**src/stn_pkg.sv**
```systemverilog
package stn_pkg;

    localparam int W_BITS         = 23;
    localparam int DIV_BITS       = 24;
    localparam int X_BITS         = 16;
    localparam int BITS_PER_STAGE = 4;
    localparam int DIV_STAGES     = DIV_BITS / BITS_PER_STAGE;
    localparam int ROOT_BITS      = 12;

    localparam logic [X_BITS-1:0]    SEED_ESTIMATE = 16'h00FF;
    localparam logic [6:0]           SCALE_FACTOR  = 7'd100;
    localparam logic [ROOT_BITS-1:0] RESULT_MAX    = 12'hFFF;
    localparam logic [X_BITS-1:0]    QUOT_ZERO_DIV = 16'hFFFF;

    // one in-flight word of the root pipeline
    typedef struct packed {
        logic                zero;
        logic [W_BITS-1:0]   w;
        logic [X_BITS-1:0]   x;
        logic [X_BITS-1:0]   rem;
        logic [DIV_BITS-1:0] dsh;
        logic [X_BITS-1:0]   q;
    } data_t;

    // restoring division, BITS_PER_STAGE quotient bits; q keeps the low 16 bits
    function automatic data_t div_step(data_t d);
        data_t       r;
        logic [16:0] t;
        r = d;
        for (int k = 0; k < BITS_PER_STAGE; k++)
        begin
            t     = {r.rem, r.dsh[DIV_BITS-1]};
            r.dsh = {r.dsh[DIV_BITS-2:0], 1'b0};
            if (t >= {1'b0, r.x})
            begin
                t   = t - {1'b0, r.x};
                r.q = {r.q[X_BITS-2:0], 1'b1};
            end
            else
            begin
                r.q = {r.q[X_BITS-2:0], 1'b0};
            end
            r.rem = t[X_BITS-1:0];
        end
        return r;
    endfunction

    function automatic logic [X_BITS-1:0] next_x(data_t d);
        logic [X_BITS-1:0] qf;
        logic [X_BITS:0]   s;
        qf = (d.x == '0) ? QUOT_ZERO_DIV : d.q;
        s  = {1'b0, d.x} + {1'b0, qf};
        return s[X_BITS:1];
    endfunction

endpackage

```
**src/stn_step.sv**
```systemverilog
// one Newton step: DIV_STAGES division stages, average folded into the last
module stn_step (
    input  logic          clk,
    input  logic          rst_n,
    input  logic          en,
    input  logic          in_vld,
    input  stn_pkg::data_t in_data,
    output logic          out_vld,
    output stn_pkg::data_t out_data
);
    import stn_pkg::*;

    data_t                  stage_in [DIV_STAGES];
    data_t                  data_next [DIV_STAGES];
    data_t                  data_reg [DIV_STAGES];
    logic  [DIV_STAGES-1:0] vld_reg;

    always_comb
    begin
        stage_in[0]     = in_data;
        stage_in[0].rem = '0;
        stage_in[0].dsh = {{(DIV_BITS-W_BITS){1'b0}}, in_data.w};
        stage_in[0].q   = '0;
        for (int i = 1; i < DIV_STAGES; i++)
        begin
            stage_in[i] = data_reg[i-1];
        end
        for (int i = 0; i < DIV_STAGES; i++)
        begin
            data_next[i] = div_step(stage_in[i]);
        end
        data_next[DIV_STAGES-1].x = next_x(div_step(stage_in[DIV_STAGES-1]));
    end

    always_ff @(posedge clk or negedge rst_n)
    begin
        if (!rst_n)
        begin
            vld_reg <= '0;
        end
        else if (en)
        begin
            vld_reg <= {vld_reg[DIV_STAGES-2:0], in_vld};
        end
    end

    always_ff @(posedge clk)
    begin
        if (en)
        begin
            for (int i = 0; i < DIV_STAGES; i++)
            begin
                data_reg[i] <= data_next[i];
            end
        end
    end

    assign out_vld  = vld_reg[DIV_STAGES-1];
    assign out_data = data_reg[DIV_STAGES-1];

endmodule

```
**config.mk**
```make
export PLATFORM = sky130hd
export DESIGN_NAME = stn_step
export DESIGN_NICKNAME = d
export VERILOG_FILES = /design/src/stn_pkg.sv /design/src/stn_step.sv
export SDC_FILE = /design/constraint.sdc
export NUM_CORES = 1
export LEC_CHECK = 0
export BUFFER_PORTS_ARGS = -buffer_cell sky130_fd_sc_hd__buf_2
export CAP_MARGIN = 20
export CORE_ASPECT_RATIO = 0.75
export CORE_MARGIN = 5
export CORE_UTILIZATION = 40
export DETAILED_ROUTE_END_ITERATION = 16
export SLEW_MARGIN = 5
export SYNTH_ARGS = -nofsm -noshare
export SYNTH_HDL_FRONTEND = slang
export SYNTH_SLANG_ARGS = --single-unit
```
**constraint.sdc**
```tcl
create_clock -name clk -period 12.41 [get_ports clk]
set_input_delay 2.482 -clock clk [delete_from_list [all_inputs] [get_ports clk]]
set_output_delay 2.482 -clock clk [all_outputs]
set_load 0.05 [all_outputs]
```
==> key figures <==
Global routing
  • Aggregate global-route resource usage: 18.47%
  • Number of antenna violations at the first check in global routing: 1
  • Number of global-route vias before repair: 23,520
  • Wire length of the first global-routing pass: 130,800 microns
  • Global-route congestion overflow total: 0
  • Pin count of the biggest net entering global routing: 143

CTS
  • Post-cts hold buffer count: 0
  • Maximum clock insertion buffer count: 3
  • Clock tree from TritonCTS: done
  • Cts bufs inserted: 43
  • Clock Latency Late Sink: 610 ps
  • H-tree depth: 2
  • Clock input transition at the sequential cells of the worst setup and hold paths: 70 ps
  • Clock tree root buffer cell: sky130_fd_sc_hd__clkbuf_16
  • Number of clock sinks: 382

Cells and area
  • Largest register FFs: 376
  • Fin nets: 4,102
  • Most common library cell in the layout ignoring fill and taps: sky130_fd_sc_hd__ha_1
  • Share of the core filled with cells: 45.41%
  • Ant diodes: 0
  • Commonest cells after routing, fill and taps aside: sky130_fd_sc_hd__ha_1 (383), sky130_fd_sc_hd__edfxtp_1 (376), sky130_fd_sc_hd__inv_1 (283)
  • Proportion of layout cells with a drive suffix above 1: 14.92%
  • Non-Filler Cell Area, Final: 36,560 sq um
  • Area grow syn2layout: 12.44%

Synth
  • Post-Syn Area per Cell: 9.643 sq um
  • Total standard cell area after synthesis: 32,520 sq um
  • Post-synthesis cell type with the largest combined area: sky130_fd_sc_hd__edfxtp_1
  • Cell types occupying the most area after synthesis: sky130_fd_sc_hd__edfxtp_1 (35%), sky130_fd_sc_hd__ha_1 (15%), sky130_fd_sc_hd__mux2_2 (6.9%)
  • Yosys synthesis warning count: 0
  • Proportion of synthesized flip-flops having asynchronous set or reset: 1.571%
  • EDFF count, synth: 376
  • Most used DFF post-synth: sky130_fd_sc_hd__edfxtp_1
  • Fraction of synthesized cell area taken by the top area cell type: 34.72%
  • Sequential fraction of the synthesis area: 35.19%
  • Number of distinct library cells after synthesis: 83
  • Flop and latch count out of synthesis: 382
  • Synthesized netlist cell count: 3,372

Critical path
  • Kind of end point of the critical path: flip-flop
  • Required time at the endpoint of the critical path: 12,750 ps
  • Kind of critical path: flip-flop to flip-flop
  • Crit-path slowest cell: sky130_fd_sc_hd__mux2_2
  • Family of cells with the greatest summed delay on the critical path: compound AO/OA/AOI/OAI gates
  • Critical Path Max Stage Delay: 430 ps
  • Critical path peak fanout: 16
  • Worst Setup Start Kind: flip-flop
  • Worst path buffer plus inverter count: 4
  • CP arrival: 11,980 ps
  • Critical path's most frequent cell: sky130_fd_sc_hd__o21ai_0

Timing
  • Worst hold slack: 396.6 ps
  • Shortest clock period the worst path allows after layout: 11,640 ps
  • Slew at the pin closest to its max-slew limit: 916.6 ps
  • Maximum clock skew at final layout: 34.96 ps
  • Summed negative setup slack over all endpoints: 0 ps
  • Relative slew margins: 38.89%
  • Final Max Tran Viols: 0
  • Max Fclk: 85.91 MHz
  • Share of the cycle needed by the critical path after routing: 93.79%
  • Final Hold Viols: 0
  • Final setup violation count: 0

Routing
  • Total length of routed met2 wires: 32,560 microns
  • Sum of routed wire length over all layers: 83,370 microns
  • Total DRC errors in the routed layout: 0
  • Vias per Instance: 5.407
  • Detail-routed net length per standard cell: 17.79 microns
  • Via Count: 25,330
  • Top Metal Used: met4
  • Number of nets still failing antenna checks after routing: 0
  • Number of optimization iterations in the first detailed-route pass: 6
  • Sum of met3 wire segment lengths after detailed routing: 4581 microns
  • Total routed wire length on the met1 layer: 44,660 microns
  • Initial DRC count: 1,735

Run status
  • Status: completed

Placement
  • Placer's final routability congestion estimate: 0.9007
  • DPL Wire Length: 65,550 microns
  • Count of port buffers added during placement: 116
  • Placement-stage cell area: 34,920 sq um

Floorplan
  • Die outline height: 256.9 microns
  • Number of top-level design ports: 197
  • CORE AREA: 80,510 sq um
  • Overall die width: 339.2 microns
  • Overall die area: 87,150 sq um
  • Effective utilization at floorplan: 40.39%
  • Number of standard-cell rows in the floorplan: 90

Worst hold path
  • Type of the most critical hold path: flip-flop to flip-flop

Run
  • Max capacitance violation total: 0
-- worst register-to-register path: cells and delay by family, from the launching register on --
family,cells,cell delay (ps)
mux,3,1170
fa+ha+maj,4,1120
compound gates,31,6680
flops,1,400
simple gates,8,1350
buf+inv,4,670
-- logic make-up (layout without fill, tap and decap cells) --
kind of cell    Yosys count  count (layout)  synth area share [%]
compound gates          883             884                 17.21
xor+xnor                245             245                 6.599
fa+ha+maj               408             408                 16.25
buf+inv                 366             590                 4.556
flops                   382             382                 35.19
mux                     227             227                 7.781
other cells               1              31               0.01153
simple gates            860             860                 12.41
-- path summary, 6_finish.rpt --
kind | slack, ps | cells after the start | end | start
setup reg to reg | 770 | 50 | data_reg[1][39] | data_reg[0][61]
hold reg to reg | 400 | 0 | data_reg[4][89] | data_reg[3][89]
hold / removal | 400 | 0 | data_reg[4][89] | data_reg[3][89]
setup / recovery | 770 | 50 | data_reg[1][39] | data_reg[0][61]
min in group asynchronous | 1710 | 1 | vld_reg[5] | rst_n
max in group asynchronous | 10560 | 1 | vld_reg[2] | rst_n
-- final cells by class --
class | count | area, sq um
Clock buffer | 51 | 1127
Clock inverter | 27 | 267.8
Multi-Input combinational cell | 2655 | 19900
Timing Repair Buffer | 221 | 1408
Inverter | 291 | 1096
Sequential cell | 382 | 11440
Fill cell | 7705 | 43950
Tap cell | 1058 | 1324
-- routing by layer --
layer	GRT usage, %	up-vias
met5	0	-
met3	2.692	86
li1	-	12820
met1	29.77	11830
met4	3.631	0
met2	25.99	594
-- synthesized netlist by cell type (all sizes together) (24+ instances only) --
cell / number
a21boi: 44
a21o: 112
a21oi: 272
buf: 37
clkbuf: 38
edfxtp: 376
fa: 24
ha: 384
inv: 289
mux2: 206
nand2: 213
nand2b: 40
nand3: 70
nand4: 60
nor2: 278
nor2b: 44
nor3: 65
o21a: 41
o21ai: 209
o21bai: 49
xnor2: 170
xor2: 75
-- through the flow --
| stage | setup WS [ps] | std cells |
|---|---|---|
| finish | 770.3 | 4685 |
| global placement | 356.9 | 4597 |
| floorplan | 294.7 | 3402 |
| detailed placement | 297.6 | 4597 |
| CTS | 346.5 | 4675 |
| global route | -79.59 | 4685 |
-- repair_timing --
action / in CTS / in global routing
resized for setup: 0 / 48
buffers inserted: 0 / 9
setup endpoints to repair: 0 / 70
Power is left out: the tool's default activity adds up to more than one toggle a clock period on the data nets, which glitch-free logic cannot reach.
